`config.mk`:
```
export PLATFORM = sky130hd
export DESIGN_NAME = banked_register_file_exception_entry_core
export DESIGN_NICKNAME = d
export VERILOG_FILES = /design/src/brf_pkg.sv /design/src/banked_register_file_exception_entry_core.sv /design/src/brf_ctrl.sv /design/src/brf_dp.sv
export SDC_FILE = /design/constraint.sdc
export NUM_CORES = 2
export LEC_CHECK = 0
export BUFFER_PORTS_ARGS = -buffer_cell sky130_fd_sc_hd__buf_2
export CORE_MARGIN = 8
export CORE_UTILIZATION = 40
export DETAILED_ROUTE_END_ITERATION = 12
export GPL_ROUTABILITY_DRIVEN = 0
export PLACE_DENSITY = 0.55
export SYNTH_ARGS = -nofsm -noshare
export SYNTH_HDL_FRONTEND = slang
export SYNTH_HIERARCHICAL = 1
export SYNTH_SLANG_ARGS = --single-unit
export TNS_END_PERCENT = 30
```
`constraint.sdc`:
```
create_clock -name clk -period 5.1 [get_ports clk]
set_clock_uncertainty 0.15 [all_clocks]
set_input_delay 0.51 -clock clk [delete_from_list [all_inputs] [get_ports clk]]
set_output_delay 0.51 -clock clk [all_outputs]
set_load 0.01 [all_outputs]
```
`src/brf_pkg.sv`:
```
// ----------------------------------------------------------------------------
// brf_pkg
// Shared types, codes and bank/vector lookup functions for the banked
// register file with exception entry.
// ----------------------------------------------------------------------------
package brf_pkg;

  localparam int NumPhys = 31;
  localparam int NumSaved = 16;

  // transaction kinds
  localparam logic [2:0] KIND_RAISE  = 3'd0;
  localparam logic [2:0] KIND_CLEAR  = 3'd1;
  localparam logic [2:0] KIND_HANDLE = 3'd2;
  localparam logic [2:0] KIND_READ   = 3'd3;
  localparam logic [2:0] KIND_WRITE  = 3'd4;

  // low four mode bits
  localparam logic [3:0] MODE_USR = 4'h0;
  localparam logic [3:0] MODE_FIQ = 4'h1;
  localparam logic [3:0] MODE_IRQ = 4'h2;
  localparam logic [3:0] MODE_SVC = 4'h3;
  localparam logic [3:0] MODE_ABT = 4'h7;
  localparam logic [3:0] MODE_UND = 4'hB;
  localparam logic [3:0] MODE_SYS = 4'hF;

  localparam logic [3:0] REG_R8 = 4'd8;
  localparam logic [3:0] REG_R12 = 4'd12;
  localparam logic [3:0] REG_SP = 4'd13;
  localparam logic [3:0] REG_LR = 4'd14;
  localparam logic [4:0] SLOT_PC = 5'd15;

  // physical slots of the banked registers
  localparam logic [4:0] SLOT_NONE   = 5'd0;
  localparam logic [4:0] SLOT_FIQ_SP = 5'd16;
  localparam logic [4:0] SLOT_IRQ_SP = 5'd18;
  localparam logic [4:0] SLOT_SVC_SP = 5'd20;
  localparam logic [4:0] SLOT_ABT_SP = 5'd22;
  localparam logic [4:0] SLOT_UND_SP = 5'd24;
  localparam logic [4:0] SLOT_FIQ_R8 = 5'd26;

  // exception bit positions, highest priority first
  localparam logic [2:0] EXC_UNPRED = 3'd0;
  localparam logic [2:0] EXC_RESET  = 3'd1;
  localparam logic [2:0] EXC_UNDEF  = 3'd2;
  localparam logic [2:0] EXC_SWI    = 3'd3;
  localparam logic [2:0] EXC_PABT   = 3'd4;
  localparam logic [2:0] EXC_DABT   = 3'd5;
  localparam logic [2:0] EXC_IRQ    = 3'd6;
  localparam logic [2:0] EXC_FIQ    = 3'd7;

  localparam logic [31:0] PC_OFFSET = 32'd8;

  typedef struct packed {
    logic [2:0]  kind;
    logic [7:0]  exc_mask;
    logic [3:0]  bank_mode;
    logic [3:0]  reg_index;
    logic [31:0] write_data;
  } in_item_t;

  typedef struct packed {
    logic [3:0]  taken;
    logic [31:0] read_data;
    logic        access_error;
    logic [4:0]  cpsr_mode;
    logic [3:0]  saved_mode;
    logic        irq_disabled;
    logic        fiq_disabled;
    logic        thumb_state;
    logic [7:0]  pending;
    logic        flush;
  } out_item_t;

  typedef struct packed {
    logic capture;
    logic exec;
  } ctrl_cmd_t;

  typedef struct packed {
    logic       ok;
    logic [4:0] slot;
  } slot_t;

  function automatic slot_t bank_slot(logic [3:0] mode, logic [3:0] r);
    slot_t      s;
    logic [4:0] sp_base;
    s.ok = 1'b1;
    s.slot = {1'b0, r};
    sp_base = SLOT_NONE;
    case (mode)
      MODE_USR, MODE_SYS: sp_base = SLOT_NONE;
      MODE_FIQ: sp_base = SLOT_FIQ_SP;
      MODE_IRQ: sp_base = SLOT_IRQ_SP;
      MODE_SVC: sp_base = SLOT_SVC_SP;
      MODE_ABT: sp_base = SLOT_ABT_SP;
      MODE_UND: sp_base = SLOT_UND_SP;
      default:  s.ok = 1'b0;
    endcase
    if (sp_base != SLOT_NONE) begin
      if (r == REG_SP) begin
        s.slot = sp_base;
      end else if (r == REG_LR) begin
        s.slot = sp_base + 5'd1;
      end
    end
    if (mode == MODE_FIQ && r >= REG_R8 && r <= REG_R12) begin
      s.slot = SLOT_FIQ_R8 + ({1'b0, r} - {1'b0, REG_R8});
    end
    return s;
  endfunction

  function automatic logic [3:0] exc_mode(logic [2:0] b);
    logic [3:0] m;
    case (b)
      EXC_UNDEF:          m = MODE_UND;
      EXC_SWI:            m = MODE_SVC;
      EXC_PABT, EXC_DABT: m = MODE_ABT;
      EXC_IRQ:            m = MODE_IRQ;
      EXC_FIQ:            m = MODE_FIQ;
      default:            m = MODE_SVC;
    endcase
    return m;
  endfunction

  function automatic logic [31:0] exc_vector(logic [2:0] b);
    logic [31:0] v;
    case (b)
      EXC_UNDEF: v = 32'h0000_0004;
      EXC_SWI:   v = 32'h0000_0008;
      EXC_PABT:  v = 32'h0000_000C;
      EXC_DABT:  v = 32'h0000_0010;
      EXC_IRQ:   v = 32'h0000_0018;
      EXC_FIQ:   v = 32'h0000_001C;
      default:   v = 32'h0000_0000;
    endcase
    return v;
  endfunction

endpackage

```
`src/banked_register_file_exception_entry_core.sv`:
```
// ----------------------------------------------------------------------------
// banked_register_file_exception_entry_core
// Banked register file with pending-exception entry, top level.
// ----------------------------------------------------------------------------
// Each accepted transaction is captured in the input register; in the execute
// state that follows, the datapath updates the register banks, status and
// pending bits and loads the output register, and no new transaction is taken
// while one executes. The next transaction is captured only once the
// output register is empty or is being taken at that same edge, so a result
// held by out_stall stalls the input until it leaves. A handle transaction
// picks the lowest set pending bit; an exception entry saves the mode,
// switches bank, writes LR = PC + 8 and loads PC with the vector in that same
// execute cycle. A taken reset clears all 31 physical registers and all saved
// status at once.
module banked_register_file_exception_entry_core (
  input  logic               clk,
  input  logic               rst_n,
  input  logic               in_valid,
  output logic               in_stall,
  input  brf_pkg::in_item_t  in_item,
  output logic               out_valid,
  input  logic               out_stall,
  output brf_pkg::out_item_t out_item
);
  import brf_pkg::*;

  ctrl_cmd_t cmd;

  brf_ctrl u_ctrl (
    .clk       (clk),
    .rst_n     (rst_n),
    .in_valid  (in_valid),
    .in_stall  (in_stall),
    .out_valid (out_valid),
    .out_stall (out_stall),
    .cmd       (cmd)
  );

  brf_dp u_dp (
    .clk      (clk),
    .rst_n    (rst_n),
    .cmd      (cmd),
    .in_item  (in_item),
    .out_item (out_item)
  );

  // no two transactions in back-to-back cycles
  assert property (@(posedge clk) disable iff (!rst_n)
    (in_valid && !in_stall) |=> in_stall)
    else $error("transaction accepted while previous one executes");

  // a flush only comes from reset or a real exception entry
  assert property (@(posedge clk) disable iff (!rst_n)
    (out_valid && out_item.flush) |-> (out_item.taken >= 4'd2))
    else $error("flush without a taken exception");

  // a bad bank never returns data
  assert property (@(posedge clk) disable iff (!rst_n)
    (out_valid && out_item.access_error) |-> (out_item.read_data == 32'd0))
    else $error("read data on access error");

  // processor mode always has bit four set
  assert property (@(posedge clk) disable iff (!rst_n)
    out_valid |-> out_item.cpsr_mode[4])
    else $error("mode bit four clear");

endmodule

```
`src/brf_ctrl.sv`:
```
// ----------------------------------------------------------------------------
// brf_ctrl
// Sequencer: captures a transaction, runs its execute state, and tracks the
// output register.
// ----------------------------------------------------------------------------
module brf_ctrl (
  input  logic               clk,
  input  logic               rst_n,
  input  logic               in_valid,
  output logic               in_stall,
  output logic               out_valid,
  input  logic               out_stall,
  output brf_pkg::ctrl_cmd_t cmd
);
  import brf_pkg::*;

  typedef enum logic {
    S_IDLE,
    S_EXEC
  } state_t;

  state_t state_r;
  logic   out_valid_r;
  logic   accept;

  // output register must be free (or draining) before a new transaction starts
  assign in_stall = (state_r != S_IDLE) || (out_valid_r && out_stall);
  assign accept = in_valid && !in_stall;
  assign cmd.capture = accept;
  assign cmd.exec = (state_r == S_EXEC);
  assign out_valid = out_valid_r;

  always_ff @(posedge clk) begin
    if (!rst_n) begin
      state_r <= S_IDLE;
      out_valid_r <= 1'b0;
    end else begin
      case (state_r)
        S_IDLE: begin
          if (out_valid_r && !out_stall) begin
            out_valid_r <= 1'b0;
          end
          if (accept) begin
            state_r <= S_EXEC;
          end
        end
        S_EXEC: begin
          out_valid_r <= 1'b1;
          state_r <= S_IDLE;
        end
        default: begin
          state_r <= S_IDLE;
          out_valid_r <= 1'b0;
        end
      endcase
    end
  end

endmodule

```
`src/brf_dp.sv`:
```
// ----------------------------------------------------------------------------
// brf_dp
// Datapath: register banks, status, pending bits, exception priority pick
// and the output register.
// ----------------------------------------------------------------------------
module brf_dp (
  input  logic               clk,
  input  logic               rst_n,
  input  brf_pkg::ctrl_cmd_t cmd,
  input  brf_pkg::in_item_t  in_item,
  output brf_pkg::out_item_t out_item
);
  import brf_pkg::*;

  in_item_t    item_r;
  out_item_t   out_r;
  out_item_t   out_nxt;

  logic [31:0] phys_r [NumPhys];
  logic [3:0]  saved_r [NumSaved];
  logic [3:0]  mode_r, mode_nxt;
  logic        t_r, t_nxt;
  logic        f_r, f_nxt;
  logic        i_r, i_nxt;
  logic [7:0]  pending_r, pending_nxt;

  slot_t       acc;
  slot_t       lr;
  logic [2:0]  pick;
  logic [3:0]  ent_mode;
  logic        is_handle;
  logic        take_any;
  logic        take_reset;
  logic        take_entry;
  logic        clear_all;
  logic        reg_we;
  logic [4:0]  reg_slot;
  logic [31:0] reg_data;
  logic        pc_we;
  logic [31:0] pc_data;
  logic        sv_we;
  logic [3:0]  sv_data;
  logic [3:0]  saved_rd;

  assign acc = bank_slot(item_r.bank_mode, item_r.reg_index);
  assign ent_mode = exc_mode(pick);
  assign lr = bank_slot(ent_mode, REG_LR);

  // lowest set bit has the highest priority
  always_comb begin
    pick = EXC_FIQ;
    for (int i = 7; i >= 0; i--) begin
      if (pending_r[i]) begin
        pick = 3'(i);
      end
    end
  end

  assign is_handle = (item_r.kind == KIND_HANDLE);
  assign take_any = is_handle && (pending_r != 8'd0);
  assign take_reset = take_any && (pick == EXC_RESET);
  assign take_entry = take_any && (pick != EXC_RESET) && (pick != EXC_UNPRED);
  assign clear_all = take_reset;

  always_comb begin
    mode_nxt = mode_r;
    t_nxt = t_r;
    f_nxt = f_r;
    i_nxt = i_r;
    pending_nxt = pending_r;
    reg_we = 1'b0;
    reg_slot = acc.slot;
    reg_data = item_r.write_data;
    pc_we = 1'b0;
    pc_data = exc_vector(pick);
    sv_we = 1'b0;
    sv_data = mode_r;
    case (item_r.kind)
      KIND_RAISE: pending_nxt = pending_r | item_r.exc_mask;
      KIND_CLEAR: pending_nxt = pending_r & ~item_r.exc_mask;
      KIND_HANDLE: begin
        if (take_reset) begin
          mode_nxt = MODE_SVC;
          t_nxt = 1'b0;
          f_nxt = 1'b1;
          i_nxt = 1'b1;
          pending_nxt = 8'd0;
        end else if (take_entry) begin
          sv_we = 1'b1;
          mode_nxt = ent_mode;
          t_nxt = 1'b0;
          i_nxt = 1'b1;
          f_nxt = f_r || (pick == EXC_FIQ);
          pending_nxt = pending_r & ~(8'd1 << pick);
          reg_we = 1'b1;
          reg_slot = lr.slot;
          reg_data = phys_r[SLOT_PC] + PC_OFFSET;
          pc_we = 1'b1;
        end
      end
      KIND_WRITE: reg_we = acc.ok;
      default: ;
    endcase
  end

  // saved status as seen after this transaction
  always_comb begin
    saved_rd = saved_r[mode_nxt];
    if (sv_we && ent_mode == mode_nxt) begin
      saved_rd = sv_data;
    end
    if (clear_all) begin
      saved_rd = 4'd0;
    end
  end

  always_comb begin
    out_nxt.taken = take_any ? ({1'b0, pick} + 4'd1) : 4'd0;
    out_nxt.read_data = (item_r.kind == KIND_READ && acc.ok) ? phys_r[acc.slot] : 32'd0;
    out_nxt.access_error = (item_r.kind == KIND_READ || item_r.kind == KIND_WRITE) && !acc.ok;
    out_nxt.cpsr_mode = {1'b1, mode_nxt};
    out_nxt.saved_mode = saved_rd;
    out_nxt.irq_disabled = i_nxt;
    out_nxt.fiq_disabled = f_nxt;
    out_nxt.thumb_state = t_nxt;
    out_nxt.pending = pending_nxt;
    out_nxt.flush = take_reset || take_entry;
  end

  always_ff @(posedge clk) begin
    if (cmd.capture) begin
      item_r <= in_item;
    end
    if (cmd.exec) begin
      out_r <= out_nxt;
    end
  end

  always_ff @(posedge clk) begin
    if (!rst_n) begin
      mode_r <= MODE_SVC;
      t_r <= 1'b0;
      f_r <= 1'b1;
      i_r <= 1'b1;
      pending_r <= 8'd0;
      for (int k = 0; k < NumPhys; k++) begin
        phys_r[k] <= 32'd0;
      end
      for (int k = 0; k < NumSaved; k++) begin
        saved_r[k] <= 4'd0;
      end
    end else if (cmd.exec) begin
      mode_r <= mode_nxt;
      t_r <= t_nxt;
      f_r <= f_nxt;
      i_r <= i_nxt;
      pending_r <= pending_nxt;
      if (clear_all) begin
        for (int k = 0; k < NumPhys; k++) begin
          phys_r[k] <= 32'd0;
        end
        for (int k = 0; k < NumSaved; k++) begin
          saved_r[k] <= 4'd0;
        end
      end else begin
        if (reg_we) begin
          phys_r[reg_slot] <= reg_data;
        end
        if (pc_we) begin
          phys_r[SLOT_PC] <= pc_data;
        end
        if (sv_we) begin
          saved_r[ent_mode] <= sv_data;
        end
      end
    end
  end

  assign out_item = out_r;

endmodule

```
==> flow_summary.toml <==
[timing]
finalCriticalPeriod_ns = 4.37
timing.final.crit_share = 0.857
worst_slew_pin_slew_ns = 1.06
slew_violations = 0
slew_headroom = 0.289
finalHoldViolCount = 0
setup_violations = 0
holdWs_ns = 0.281
tns_ns = 0
rsz0062_at_grt = "no"
fmax_mhz = 229

[yosys]
synthDistinctLibCells = 84
synthTopCellsByArea = "edfxtp_1 67%, nor2_1 7.5%, nand2_1 4.3%"
seq_area_frac_synth = 0.673
yosysTopAreaCell = "edfxtp_1"
synthArstFlopShare = 0
yosys_register_bits = 1213
synth-edff-count = 1196
postSynthCellCount = 4792
synth.top_cell.area_share = 0.666
synth.avg_cell_area_um2 = 11.2
synth_ff_type = "edfxtp_1"
synth_area_um2 = 53900
yosysWarningCount = 6

[worst_setup_path]
slowest_delay_ns = 0.87
critical_path_required_ns = 5.36
end_kind = "flop"
cp_slowest_cell = "o211ai_4"
cp-start-kind = "flop"
critical_path.max_fanout = 26
criticalPathCategory = "flop to flop"
cp_cell_sequence = "nor3b_1 -> a211oi_2 -> o211ai_4 -> buf_4 -> nand2_1 -> and3_1 -> a311oi_1 -> nor3_1 -> o41ai_1"
worst_ep_arrival_time_ns = 4.63

[global_routing]
overflow = 0
grt_max_degree = 88
grt_pass1_wl_um = 244000
grt_pass1_vias = 36500
antenna_found_initial = 2
grtUsageTotal = 0.220

[run]
maxCapViolCount = 0

[hold_path]
hold_class = "flop to flop"

[floorplanning]
dieHeight_um = 383
dieArea_um2 = 147000
start_util = 0.403
rows = 134
io-pin-count = 115
core_um2 = 134000
die_w_um = 383

[drt]
ant_nets = 0
vias_per_cell = 5.69
drt_wl_total_um = 166000
drt-initial-drc-count = 4262
wire_per_inst_um = 24.7
drt_pass1_iterations = 6
vias = 38400
drc = 0

[cts]
clockBufferDepth = 3
cts_made_buffers = 121
holdBufCountCts = 55
cts_resized = 0
post-cts-setup-buffers = 0
cts-htree-levels = 3
clk_pin_slew_ns = 0.06
clock_sinks = 1213
cts_tree = "yes"
clkLatencyLatePin_ns = 0.73
cts-root-buf = "clkbuf_16"

[power]
ir_drop_mv = 0.303
cellLeakagePower_nw = 22.8
cellPowerDensity_nw_per_um2 = 359
fin_total_pwr_mw = 22.1

[place]
dp_hpwl_um = 100000
numPortBuffers = 113

[finish]
layout-area-overhead-vs-synth_pct = 14.5
layout-drive-gt1-share = 0.122
fin_nets = 4935
fillCellCount = 12100

[status]
outcome = "finished, final reports clean"
[kinds of logic after synthesis]
group,Yosys count,share of synthesized area
multiplexers,81,0.0165
adder cells (fa/ha/maj),8,0.00186
AO/OA/AOI/OAI,777,0.0956
other,2,0.000139
flip-flops,1213,0.673
AND/OR/NAND/NOR,2172,0.169
buffers and inverters,515,0.0402
XOR/XNOR,24,0.00390
[synthesized netlist by cell type, drive strengths merged (17+ instances only)]
| library cell | instances |
|---|---|
| a21oi | 151 |
| a32oi | 96 |
| o41ai | 32 |
| nand2 | 625 |
| nor2b | 19 |
| inv | 53 |
| a22o | 34 |
| dfxtp | 17 |
| a31oi | 196 |
| clkbuf | 290 |
| nor3 | 48 |
| a22oi | 32 |
| o21ai | 148 |
| a311oi | 32 |
| buf | 170 |
| and3 | 78 |
| and2 | 29 |
| edfxtp | 1196 |
| nand3 | 238 |
| nor2 | 1080 |
| mux2i | 71 |
[worst max-delay path: cells and delay by family, from the launching register on]
family	cells	cell delay [ns]
compound gates	4	2.12
buf+inv	1	0.45
flops	1	0.52
simple gates	4	0.76
[per-stage QoR]
| step | util | cell area, µm² | setup slack (ns) | cells |
|---|---|---|---|---|
| 3_5_place_dp | 0.430 | 57400 | 0.751 | 6462 |
| 4_1_cts | 0.462 | 61700 | 0.738 | 6744 |
| 2_1_floorplan | - | 54000 | 0.793 | 4823 |
| 5_1_grt | 0.462 | 61700 | 0.479 | 6744 |
| 3_3_place_gp | 0.430 | 57400 | 0.693 | 6462 |
| 6_report | 0.462 | 61700 | 0.731 | 6745 |
[state kept, by name, indices dropped and copies added, names as in the netlist]
register          cells
u_dp/saved_r         64
u_dp/phys_r        1024
u_dp/out_item        57
u_ctrl/out_valid      1
u_dp/mode_r           4
u_dp/item_r          51
u_dp/i_r              1
u_dp/f_r              1
u_dp/t_r              1
u_dp/pending_r        8
u_ctrl/state_r        1
[placed cells by master, fill, tap and decap left out, drive strengths merged, types with 33 or more instances in the layout]
cell type / n
edfxtp: 1196
nor2: 1080
nand2: 625
buf: 331
nand3: 238
a31oi: 196
a21oi: 151
o21ai: 148
clkbuf: 148
a32oi: 96
and3: 78
mux2i: 71
clkinv: 65
inv: 59
dlygate4sd3: 55
nor3: 48
a22o: 34
conb: 33
[layout make-up]
cell class | instances | area [µm²] | share of cell area
Antenna cell | 1 | 2.50 | 0.0000406
Clock inverter | 79 | 584 | 0.00947
Multi-Input combinational cell | 3095 | 16100 | 0.261
Sequential cell | 1213 | 36300 | 0.588
Timing Repair Buffer | 386 | 3150 | 0.0511
Tap cell | 1768 | 2210 | 0.0358
Inverter | 55 | 211 | 0.00343
Clock buffer | 148 | 3170 | 0.0514
[final timing paths]
path                                       from                end  slack, ns  cells past startpoint
worst max-delay path            u_dp/item_r[38]  u_dp/out_item[28]       0.73                      9
worst min-delay path                   u_dp/i_r           u_dp/i_r       0.28                      1
worst max register to register  u_dp/item_r[38]  u_dp/out_item[28]       0.73                      9
worst min register to register         u_dp/i_r           u_dp/i_r       0.28                      1
[routing by layer]
layer	global-route usage	vias to the layer above	part of all wire
met4	0.0911	0	0.042
li1	-	17300	-
met2	0.347	1578	0.46
met5	0	-	0
met1	0.307	19200	0.43
met3	0.0290	262	0.073
[report_power, final]
group	switching [mW]	leakage, nW	internal (mW)	total (mW)
logic	1.53	8.57	0.608	2.13
registers	0.141	12.3	11.3	11.4
clock network	3.83	1.85	4.75	8.58
total	5.49	22.8	16.6	22.1
(Power assumes the default switching activity.)
